### src/hdl/pts_pkg.sv
package pts_pkg;

   // Operation codes carried in req_tuser
   typedef enum logic [1:0] {
      OP_CREATE   = 2'd0,
      OP_DELETE   = 2'd1,
      OP_TICK     = 2'd2,
      OP_DISPATCH = 2'd3
   } op_type;

   // Per-slot lifecycle
   typedef enum logic [1:0] {
      ST_DELETED = 2'd0,
      ST_WAITING = 2'd1,
      ST_READY   = 2'd2
   } slot_state_type;

   // Fixed field widths of the stream payload
   localparam int SLOT_W   = 3;
   localparam int PERIOD_W = 16;
   localparam int MASK_W   = 8;

   // Command broadcast to every slot for one accepted transaction
   typedef struct packed {
      logic   accept;   // transaction accepted this cycle
      op_type op;       // operation of the transaction
      logic   sel;      // create/delete addresses this slot
      logic   pick;     // dispatch chose this slot
   } slot_cmd_type;

   // Outcome of the lowest-ready search
   typedef struct packed {
      logic              found;
      logic [SLOT_W-1:0] index;
   } pick_result_type;

endpackage

### src/hdl/pts_slot.sv
module pts_slot #(
   parameter int PERIOD_BITS = 16
) (
   input  logic                    clock,
   input  logic                    reset,
   input  pts_pkg::slot_cmd_type   cmd,
   input  logic [PERIOD_BITS-1:0]  period,      // already masked, zero mapped to one
   output logic                    ready_now,
   output logic                    ready_next
);
   import pts_pkg::*;

   logic [PERIOD_BITS-1:0] period_ff, period_in;
   logic [PERIOD_BITS-1:0] count_ff, count_in;
   slot_state_type         state_ff, state_in;
   logic [PERIOD_BITS-1:0] count_dec;

   assign count_dec = count_ff - PERIOD_BITS'(1);

   // Slot update for the accepted transaction
   always_comb begin
      period_in = period_ff;
      count_in  = count_ff;
      state_in  = state_ff;
      if (cmd.accept) begin
         unique case (cmd.op)
            OP_CREATE: begin
               if (cmd.sel) begin
                  period_in = period;
                  count_in  = period;
                  state_in  = ST_READY;
               end
            end
            OP_DELETE: begin
               if (cmd.sel) begin
                  period_in = '0;
                  count_in  = '0;
                  state_in  = ST_DELETED;
               end
            end
            OP_TICK: begin
               if (state_ff != ST_DELETED) begin
                  if (count_dec == '0) begin
                     // expiry: reload, ready stays ready (overrun dropped)
                     count_in = period_ff;
                     state_in = ST_READY;
                  end else begin
                     count_in = count_dec;
                  end
               end
            end
            OP_DISPATCH: begin
               if (cmd.pick) begin
                  state_in = ST_WAITING;
               end
            end
         endcase
      end
   end

   always_ff @(posedge clock) begin
      if (reset) begin
         period_ff <= '0;
         count_ff  <= '0;
         state_ff  <= ST_DELETED;
      end else begin
         period_ff <= period_in;
         count_ff  <= count_in;
         state_ff  <= state_in;
      end
   end

   assign ready_now  = (state_ff == ST_READY);
   assign ready_next = (state_in == ST_READY);

endmodule

### src/hdl/pts_pick.sv
module pts_pick #(
   parameter int NUM_TASKS = 8
) (
   input  logic [NUM_TASKS-1:0]     ready,
   output logic [NUM_TASKS-1:0]     onehot,
   output pts_pkg::pick_result_type result
);
   import pts_pkg::*;

   logic [SLOT_W-1:0] index;

   // Isolate the lowest set bit: highest priority ready slot
   assign onehot = ready & (~ready + NUM_TASKS'(1));

   // Encode the one-hot pick, low three bits of the slot number
   always_comb begin
      index = '0;
      for (int s = 0; s < NUM_TASKS; s++) begin
         if (onehot[s]) begin
            index = index | SLOT_W'(s);
         end
      end
   end

   assign result.found = |ready;
   assign result.index = index;

endmodule

### src/hdl/periodic_task_scheduler_top.sv
// Channel | Dir | tuser              | tdata (low bit up)
// req     | in  | [1:0] operation    | [2:0] task_slot, [18:3] period_ticks
// rsp     | out | [0] dispatch_valid | [2:0] dispatch_index, [10:3] ready_mask
//
// One transaction per cycle; its response appears in the output register
// the cycle after acceptance. All slots update in parallel in the same edge.
// The output register is the only buffer: req_tready drops while a response
// waits and rsp_tready is low. Reset (synchronous) deletes every slot.
module periodic_task_scheduler_top #(
   parameter int NUM_TASKS   = 8,
   parameter int PERIOD_BITS = 16
) (
   input  logic        clock,
   input  logic        reset,
   input  logic        req_tvalid,
   output logic        req_tready,
   input  logic [1:0]  req_tuser,    // [1:0] operation
   input  logic [23:0] req_tdata,    // [2:0] task_slot, [18:3] period_ticks
   output logic        rsp_tvalid,
   input  logic        rsp_tready,
   output logic [0:0]  rsp_tuser,    // [0] dispatch_valid
   output logic [15:0] rsp_tdata     // [2:0] dispatch_index, [10:3] ready_mask
);
   import pts_pkg::*;

   logic                        accept;
   op_type                      op;
   logic [SLOT_W-1:0]           slot;
   logic [PERIOD_W-1:0]         period_raw;
   logic [PERIOD_BITS+PERIOD_W-1:0] period_wide;
   logic [PERIOD_BITS-1:0]      period_mask;
   logic [PERIOD_BITS-1:0]      period_eff;
   logic [NUM_TASKS-1:0]        ready_now;
   logic [NUM_TASKS-1:0]        ready_next;
   logic [NUM_TASKS-1:0]        pick_onehot;
   pick_result_type             pick;
   logic [MASK_W-1:0]           mask;
   logic                        disp_valid;
   logic [SLOT_W-1:0]           disp_index;

   logic                        rsp_valid_ff, rsp_valid_in;
   logic [0:0]                  rsp_user_ff, rsp_user_in;
   logic [15:0]                 rsp_data_ff, rsp_data_in;

   // Unpack the request
   assign accept     = req_tvalid && req_tready;
   assign op         = op_type'(req_tuser);
   assign slot       = req_tdata[2:0];
   assign period_raw = req_tdata[18:3];

   // Fit the period to PERIOD_BITS, zero taken as one
   assign period_wide = {PERIOD_BITS'(0), period_raw};
   assign period_mask = period_wide[PERIOD_BITS-1:0];
   assign period_eff  = (period_mask == '0) ? PERIOD_BITS'(1) : period_mask;

   pts_pick #(
      .NUM_TASKS(NUM_TASKS)
   ) u_pick (
      .ready (ready_now),
      .onehot(pick_onehot),
      .result(pick)
   );

   // Row of task slots
   for (genvar s = 0; s < NUM_TASKS; s++) begin : g_slot
      slot_cmd_type cmd;
      assign cmd.accept = accept;
      assign cmd.op     = op;
      assign cmd.sel    = (32'(slot) == s);
      assign cmd.pick   = pick_onehot[s];

      pts_slot #(
         .PERIOD_BITS(PERIOD_BITS)
      ) u_slot (
         .clock     (clock),
         .reset     (reset),
         .cmd       (cmd),
         .period    (period_eff),
         .ready_now (ready_now[s]),
         .ready_next(ready_next[s])
      );
   end

   // Ready mask shows the first eight slots only
   for (genvar b = 0; b < MASK_W; b++) begin : g_mask
      if (b < NUM_TASKS) begin : g_on
         assign mask[b] = ready_next[b];
      end else begin : g_off
         assign mask[b] = 1'b0;
      end
   end

   assign disp_valid = (op == OP_DISPATCH) && pick.found;
   assign disp_index = disp_valid ? pick.index : '0;

   // Output register
   assign req_tready = !rsp_valid_ff || rsp_tready;

   always_comb begin
      rsp_valid_in = rsp_valid_ff;
      rsp_user_in  = rsp_user_ff;
      rsp_data_in  = rsp_data_ff;
      if (accept) begin
         rsp_valid_in = 1'b1;
         rsp_user_in  = disp_valid;
         rsp_data_in  = {5'd0, mask, disp_index};
      end else if (rsp_tready) begin
         rsp_valid_in = 1'b0;
      end
   end

   always_ff @(posedge clock) begin
      if (reset) begin
         rsp_valid_ff <= 1'b0;
      end else begin
         rsp_valid_ff <= rsp_valid_in;
      end
      rsp_user_ff <= rsp_user_in;
      rsp_data_ff <= rsp_data_in;
   end

   assign rsp_tvalid = rsp_valid_ff;
   assign rsp_tuser  = rsp_user_ff;
   assign rsp_tdata  = rsp_data_ff;

   // Assertions
   a_stall_blocks: assert property (@(posedge clock) disable iff (reset)
      (rsp_tvalid && !rsp_tready) |-> !req_tready)
      else $error("request taken while response stalled");

   a_rsp_follows: assert property (@(posedge clock) disable iff (reset)
      (req_tvalid && req_tready) |=> rsp_tvalid)
      else $error("accepted transaction produced no response");

   a_pick_onehot: assert property (@(posedge clock) disable iff (reset)
      $onehot0(pick_onehot) && (pick.found == (pick_onehot != '0)))
      else $error("dispatch pick not one-hot or inconsistent");

   a_idle_index: assert property (@(posedge clock) disable iff (reset)
      (rsp_tvalid && !rsp_tuser[0]) |-> (rsp_tdata[2:0] == 3'd0))
      else $error("index nonzero without dispatch");

endmodule

### config.mk
export PLATFORM = sky130hd
export DESIGN_NAME = periodic_task_scheduler_top
export DESIGN_NICKNAME = d
export VERILOG_FILES = /design/src/hdl/pts_pkg.sv /design/src/hdl/pts_slot.sv /design/src/hdl/pts_pick.sv /design/src/hdl/periodic_task_scheduler_top.sv
export SDC_FILE = /design/constraint.sdc
export NUM_CORES = 1
export LEC_CHECK = 0
export CAP_MARGIN = 20
export CORE_MARGIN = 2
export CORE_UTILIZATION = 40
export DETAILED_ROUTE_END_ITERATION = 6
export DONT_BUFFER_PORTS = 1
export HOLD_SLACK_MARGIN = 0.15
export PLACE_DENSITY_LB_ADDON = 0.08
export RECOVER_POWER = 50
export SETUP_SLACK_MARGIN = 0.4
export SLEW_MARGIN = 10
export SYNTH_ARGS = -nofsm -noshare
export SYNTH_HDL_FRONTEND = slang
export SYNTH_SLANG_ARGS = --single-unit
### constraint.sdc
create_clock -name clock -period 4.55 [get_ports clock]
set_input_delay 0.455 -clock clock [delete_from_list [all_inputs] [get_ports clock]]
set_output_delay 0.455 -clock clock [all_outputs]
set_load 0.02 [all_outputs]
Word level (Yosys, flattened, before mapping)
Index checks and enable logic that the tools add are counted.
{"block": "totals", "ff_bits": 285, "latchBits": 0, "ramBits": 0, "rom_bits": 0, "in_bits": 30, "word_cells": 246, "n_memories": 0}
{"block": "classes", "n_addsub": 9, "multipliers": 0, "div_mod_pow": 0, "order_cmp": 0, "n_eq_ne": 50, "shifts": 0, "n_mux": 114, "bitwise_logic": 2, "n_reduce_logical": 43}
{"op": "$mux W16", "count": 33}
{"op": "$pmux W16 S3", "count": 8}
{"op": "$pmux W16 S2", "count": 8}
{"op": "$logic_not A16 Y1", "count": 9}
{"op": "$sub A16 B1 Y16 const B", "count": 8}
{"op": "$mux W2", "count": 50}
{"op": "$pmux W2 S4", "count": 8}
{"op": "$reduce_and A5 Y1", "count": 8}
{"op": "$eq A2 B2 Y1 const B", "count": 18}
{"op": "$ne A2 B2 Y1 const B", "count": 16}
{"op": "$reduce_and A4 Y1", "count": 8}
{"op": "$reduce_bool A2 Y1", "count": 10}
{"op": "$ne A2 B1 Y1 const B", "count": 8}
{"op": "$eq A3 B3 Y1 const B", "count": 4}
{"op": "$mux W3", "count": 4}
{"op": "$add A8 B1 Y8 const B", "count": 1}
{"op": "$and A8 B8 Y8", "count": 1}
{"op": "$not A8 Y8", "count": 1}
{"op": "$reduce_or A8 Y1", "count": 1}
{"op": "$eq A3 B2 Y1 const B", "count": 2}
{"op": "$eq A3 B1 Y1 const B", "count": 1}
{"op": "$logic_not A3 Y1", "count": 1}
{"op": "$mux W1", "count": 3}
{"op": "$reduce_bool A3 Y1", "count": 1}
{"op": "5 further kinds", "count": 6}

Logic depth before layout (Yosys ltp)
{"block": "depth", "depth_word": 11, "depth_mapped": 12}

Modules after synthesis
Synthesis repeated with hierarchy kept, for this count alone.
{"block": "unflattened", "hier_cells": 2284, "area_unflattened_um2": 18071.1}
{"mod": "pts_slot at g_slot[0].u_slot ...", "instances": 4, "cells_each": 283, "area_each_um2": 2147.1}
{"mod": "pts_slot at g_slot[4].u_slot ...", "instances": 3, "cells_each": 267, "area_each_um2": 2202.1}
{"mod": "pts_slot at g_slot[7].u_slot", "instances": 1, "cells_each": 270, "area_each_um2": 2114.5}
{"mod": "periodic_task_scheduler_top", "instances": 1, "cells_each": 57, "area_each_um2": 615.6}
{"mod": "pts_pick", "instances": 1, "cells_each": 24, "area_each_um2": 146.4}

Worst setup path before layout
OpenSTA, ideal clock, no wires.
{"block": "synth_timing", "path_type": "reg2reg", "startpoint": "register g_slot[1].u_slot.count_ff[0]", "endpoint": "register rsp_data_ff[4], in the netlist rsp_tdata[4] (data pin)", "setup_time_ns": 0.167, "t_arrival_ns": 2.781, "setup_slack_ns": 1.602, "stages_incl_launch_ff": 12, "n_path_buf": 2, "path_cell_list": "dfxtp_1 -> inv_1 -> ha_1 -> or4b_4 -> buf_6 -> o31a_1 -> a2111oi_4 -> o211ai_4 -> nor3_4 -> buf_6 -> a31oi_1 -> a211oi_1"}
{"block": "synth_between", "elab_chain_len": 7}
{"element": "start, declared", "line_no": "pts_slot.sv:14", "text": "logic [PERIOD_BITS-1:0] count_ff, count_in;"}
{"element": "start signal, assigned", "line_no": "pts_slot.sv:68", "text": "count_ff <= count_in;"}
{"element": "$sub A16 B1 Y16", "line_no": "pts_slot.sv:18", "text": "assign count_dec = count_ff - PERIOD_BITS'(1);"}
{"element": "$logic_not A16 Y1", "line_no": "pts_slot.sv:43", "text": "if (count_dec == '0) begin"}
{"element": "$mux W2", "line_no": "pts_slot.sv:43"}
{"element": "$mux W2", "line_no": "pts_slot.sv:42", "text": "if (state_ff != ST_DELETED) begin"}
{"element": "$pmux W2 S4", "line_no": "pts_slot.sv:26", "text": "unique case (cmd.op)"}
{"element": "$mux W2", "line_no": "pts_slot.sv:25", "text": "if (cmd.accept) begin"}
{"element": "$eq A2 B2 Y1", "line_no": "pts_slot.sv:74", "text": "assign ready_next = (state_in == ST_READY);"}
{"element": "named net g_slot[1].u_slot.ready_next", "line_no": "pts_slot.sv:9", "text": "output logic ready_next"}
{"element": "end signal, assigned", "line_no": "periodic_task_scheduler_top.sv:119", "text": "rsp_data_ff <= rsp_data_in;"}
{"element": "end, declared", "line_no": "periodic_task_scheduler_top.sv:43", "text": "logic [15:0] rsp_data_ff, rsp_data_in;"}
The timed path passes the listed nets, and every way through them passes these cells.
A chain may end at the register's enable or synchronous reset.

Worst setup path in the final report
{"block": "layout_timing", "startpoint": "register g_slot[4].u_slot.count_ff[3]", "endpoint": "register g_slot[4].u_slot.count_ff[9]"}
{"block": "layout_between", "elab_chain_len": 5}
{"element": "start, declared", "line_no": "pts_slot.sv:14"}
{"element": "start signal, assigned", "line_no": "pts_slot.sv:68"}
{"element": "$sub A16 B1 Y16 *", "line_no": "pts_slot.sv:18"}
{"element": "$logic_not A16 Y1", "line_no": "pts_slot.sv:43"}
{"element": "$mux W16 *", "line_no": "pts_slot.sv:43"}
{"element": "$mux W16 *", "line_no": "pts_slot.sv:42"}
{"element": "$pmux W16 S3 *", "line_no": "pts_slot.sv:26"}
Mark *: on every way between the ends. The rest lies on a longest branch, timed or not. The select of a mux whose other input is x is not followed.

==> reports/summary.json <==
{
  "clock_sink_count": 285,
  "met3_length_um": 4729,
  "num-fill-cells": 4144,
  "synthesis.yosys.warnings": 0,
  "gate_count_after_technology_mapping": 2151,
  "crit_path_frequent_cell": "sky130_fd_sc_hd__or4_1",
  "synth_sequential_area_ratio_pct": 35.63,
  "critical_path_arrival_ns": 4.57,
  "post-route-period-util_pct": 89.32,
  "worst_pin_slew_ns": 1.720,
  "path_max_fanout": 12,
  "hpwl_after_dpl_um": 38530,
  "final_design_area_no_fill_um2": 17930,
  "wl_met1_um": 27340,
  "drive_above_1_share_pct": 7.139,
  "first_drt_pass_iteration_count": 5,
  "hold_path_class": "in2reg",
  "postSynthRegisterBits": 285,
  "netlist-cell-type-count": 88,
  "postCtsResizedCells": 0,
  "post_synth.cell_area_avg_um2": 7.602,
  "violations": "max-capacitance violations, max-slew violations",
  "synth.top_cell.area_share_pct": 33.42,
  "core_um2": 40550,
  "timing.max_cap.violations": 1,
  "floorplan.io_pins": 49,
  "design.final.nets": 2110,
  "grt_start_max_net_pins": 220,
  "report.final.setup_viol": 0,
  "synth_enable_flop_cells": 12,
  "sequentialPowerShare_pct": 37.8,
  "max_slew_vio_count": 55,
  "timing.max_slew.rel_slack_pct": -14.67,
  "top_layer": "met4",
  "die_width_um": 206.2,
  "placed_area_um2": 16570,
  "peakVddDrop_mv": 0.2047,
  "cts_buffers": 36,
  "worstPathRequired_ns": 5.05,
  "routed_wl_um": 59900,
  "grt.overflow.total": 0,
  "finalWorstPathRequiredPeriod_ns": 4.064,
  "most_frequent_cells_in_the_layout": "sky130_fd_sc_hd__nor2_1 (426), sky130_fd_sc_hd__dfxtp_1 (273), sky130_fd_sc_hd__a21oi_1 (252)",
  "routabilityCongestion": 0.9082,
  "status": "finished, violations left",
  "drt_iter0_markers": 1390,
  "setup.worst_path.start_class": "register",
  "asyncSetResetFlopFracSynth_pct": 0,
  "vias_per_cell": 5.952,
  "die_height_um": 206.2,
  "synth-main-ff-cell": "sky130_fd_sc_hd__dfxtp_1",
  "critPathMaxStageDelay_ns": 0.69,
  "grt_first_pass_wirelength_um": 90310,
  "start_util_pct": 40.32,
  "maxClockFrequency_ghz": 0.2461,
  "antenna_found_initial": 2,
  "rsz0062_at_grt": "false",
  "post_synth_main_area_contributors": "sky130_fd_sc_hd__dfxtp_1 (33%), sky130_fd_sc_hd__nor2_1 (9.8%), sky130_fd_sc_hd__a21oi_1 (7.7%)",
  "intPower_w": 0.004976,
  "layout.cells.most_common": "sky130_fd_sc_hd__nor2_1",
  "placementRows": 74,
  "path_buf_inv": 1,
  "cts_tree": "done",
  "first_global_vias": 14470,
  "leakage_nw": 6.512,
  "setup-tns-final_ns": 0,
  "finalClockSkew_ns": 0.01969,
  "drt-wirelength-per-cell_um": 22.86,
  "holdWs_ns": 0.3092,
  "share_clk_of_total_power_pct": 39.5,
  "met2_wirelength_um": 25680,
  "crit_slowest_cell": "sky130_fd_sc_hd__or4_1",
  "grt_usage_pct": 28.28,
  "power_density_nw_per_um2": 412.6,
  "critical_path.cell_chain": "or4_1 > or4_1 > o31ai_4 > nand4b_4 > nor3_4 > a21oi_2 > a2111oi_2 > dlygate4sd3_1",
  "floorplan.die_area_um2": 42510,
  "end_kind": "register",
  "clkSlewWorstSetupHoldPaths_ns": 0.06,
  "yosys.area.top_type": "sky130_fd_sc_hd__dfxtp_1",
  "switching_share_pct": 32.75,
  "p_sw_w": 0.002424,
  "clockBufferDepth": 3,
  "drc": 0,
  "report.final.hold_viol_count": 0,
  "dr_total_vias": 15600,
  "synthToLayoutAreaGrowth_pct": 9.671,
  "cp_top_family": "simple AND/OR/NAND/NOR gates",
  "cts_htree_levels": 2,
  "share_comb_of_total_power_pct": 22.7,
  "worstSkewPairLatency_ns": 0.56,
  "netlist_area_um2": 16350,
  "clock-root-buffer": "sky130_fd_sc_hd__clkbuf_16",
  "numPortBuffers": 0,
  "layout_cells_excl_fill": 2620,
  "numPlacedInstances": 2533,
  "ant_nets": 0,
  "path_class": "reg2reg"
}
[what timing repair did]
action / in CTS / in global routing
endpoints found under the hold margin: 230 / 0
endpoints found under the setup margin: 0 / 3
hold buffers: 14 / 0
buffers inserted: 0 / 0
[cells in the mapped netlist (9+ instances only)]
master	instances
sky130_fd_sc_hd__nor2_1	427
sky130_fd_sc_hd__dfxtp_1	273
sky130_fd_sc_hd__a21oi_1	252
sky130_fd_sc_hd__clkbuf_1	156
sky130_fd_sc_hd__nand2_1	100
sky130_fd_sc_hd__nand3_1	90
sky130_fd_sc_hd__o21ai_0	69
sky130_fd_sc_hd__xnor2_1	61
sky130_fd_sc_hd__nand2b_1	52
sky130_fd_sc_hd__a2111oi_0	46
sky130_fd_sc_hd__nor3_1	45
sky130_fd_sc_hd__nor4_1	43
sky130_fd_sc_hd__inv_1	36
sky130_fd_sc_hd__xor2_1	36
sky130_fd_sc_hd__o211ai_1	29
sky130_fd_sc_hd__a31oi_1	28
sky130_fd_sc_hd__or3_1	27
sky130_fd_sc_hd__nand4_1	26
sky130_fd_sc_hd__a211oi_1	25
sky130_fd_sc_hd__ha_1	20
sky130_fd_sc_hd__or4_1	19
sky130_fd_sc_hd__nor2b_1	17
sky130_fd_sc_hd__clkbuf_2	16
sky130_fd_sc_hd__mux2i_1	16
sky130_fd_sc_hd__nor3b_1	15
sky130_fd_sc_hd__and2_1	13
sky130_fd_sc_hd__and3_1	13
sky130_fd_sc_hd__edfxtp_1	12
sky130_fd_sc_hd__nand3b_1	12
sky130_fd_sc_hd__a2111oi_2	11
sky130_fd_sc_hd__o41ai_1	11
sky130_fd_sc_hd__o21a_1	9
sky130_fd_sc_hd__o22ai_1	9
[state kept, by name (all words and copies together), names as in the netlist]
signal	cells
rsp_tdata	11
g_slot.u_slot.count_ff	128
g_slot.u_slot.state_ff	16
g_slot.u_slot.period_ff	128
rsp_tvalid	1
rsp_tuser	1
[final cells by class]
class | instances | area, µm² | share of cell area [%]
flip-flops and latches | 285 | 5826 | 32.48
clock buffers | 49 | 1021 | 5.693
repair buffers | 59 | 480.5 | 2.679
multi-input cells | 1641 | 9635 | 53.73
inverters | 37 | 138.9 | 0.7744
diodes | 1 | 2.502 | 0.01395
well taps | 532 | 665.6 | 3.712
clock inverters | 16 | 163.9 | 0.9140
[logic make-up (layout without fill, tap and decap cells)]
| kind of cell | after synthesis | after routing | share of synthesized area (%) |
|---|---|---|---|
| AOI/OAI and AO/OA | 559 | 559 | 22.29 |
| xor gates and xnor gates | 97 | 97 | 5.195 |
| adders and majority gates | 20 | 20 | 1.530 |
| buffers and inverters | 229 | 161 | 5.754 |
| DFF | 285 | 285 | 35.63 |
| muxes | 16 | 16 | 0.9794 |
| other | 1 | 6 | 0.02293 |
| and+or+nand+nor | 944 | 944 | 28.60 |
[power groups by stage]
stage          clock, W  sequential [W]  combinational, W
2_1_floorplan         0         0.00278           0.00127
3_3_place_gp          0         0.00284           0.00160
3_5_place_dp          0         0.00285           0.00161
4_1_cts         0.00297         0.00279           0.00166
5_1_grt         0.00307         0.00282           0.00185
6_report        0.00292         0.00280           0.00168
[tightest hold or removal path: cells and delay by family]
family | cells | cell delay, ns
AO/OA/AOI/OAI | 2 | 0.14
AND/OR/NAND/NOR | 2 | 0.21
[stage by stage]
step                      total power (W)  utilization [%]  worst slack [ns]
after floorplan                  0.004046                -             1.602
after global placement           0.004445            40.83             1.034
after detailed placement         0.004455            40.87            0.9492
after CTS                        0.007423            44.18            0.5521
after global routing             0.007732            44.22            0.3119
final                            0.007400            44.22            0.4860
[routing by layer]
layer  vias up  track usage, %
li1       7494               -
met1      7453           39.76
met2       541           43.20
met3       107           5.061
met4         0           10.10
met5         -               0
[path summary, 6_finish.rpt]
path	startpoint	endpoint	slack [ns]	cells after the start
max reg2reg	g_slot[4].u_slot.count_ff[3]	g_slot[4].u_slot.count_ff[9]	0.49	8
max	g_slot[4].u_slot.count_ff[3]	g_slot[4].u_slot.count_ff[9]	0.49	8
min	req_tdata[0]	g_slot[1].u_slot.state_ff[1]	0.31	4
min reg2reg	g_slot[6].u_slot.period_ff[2]	g_slot[6].u_slot.count_ff[2]	0.46	2
Note: power is estimated with default switching activity, not from simulation.
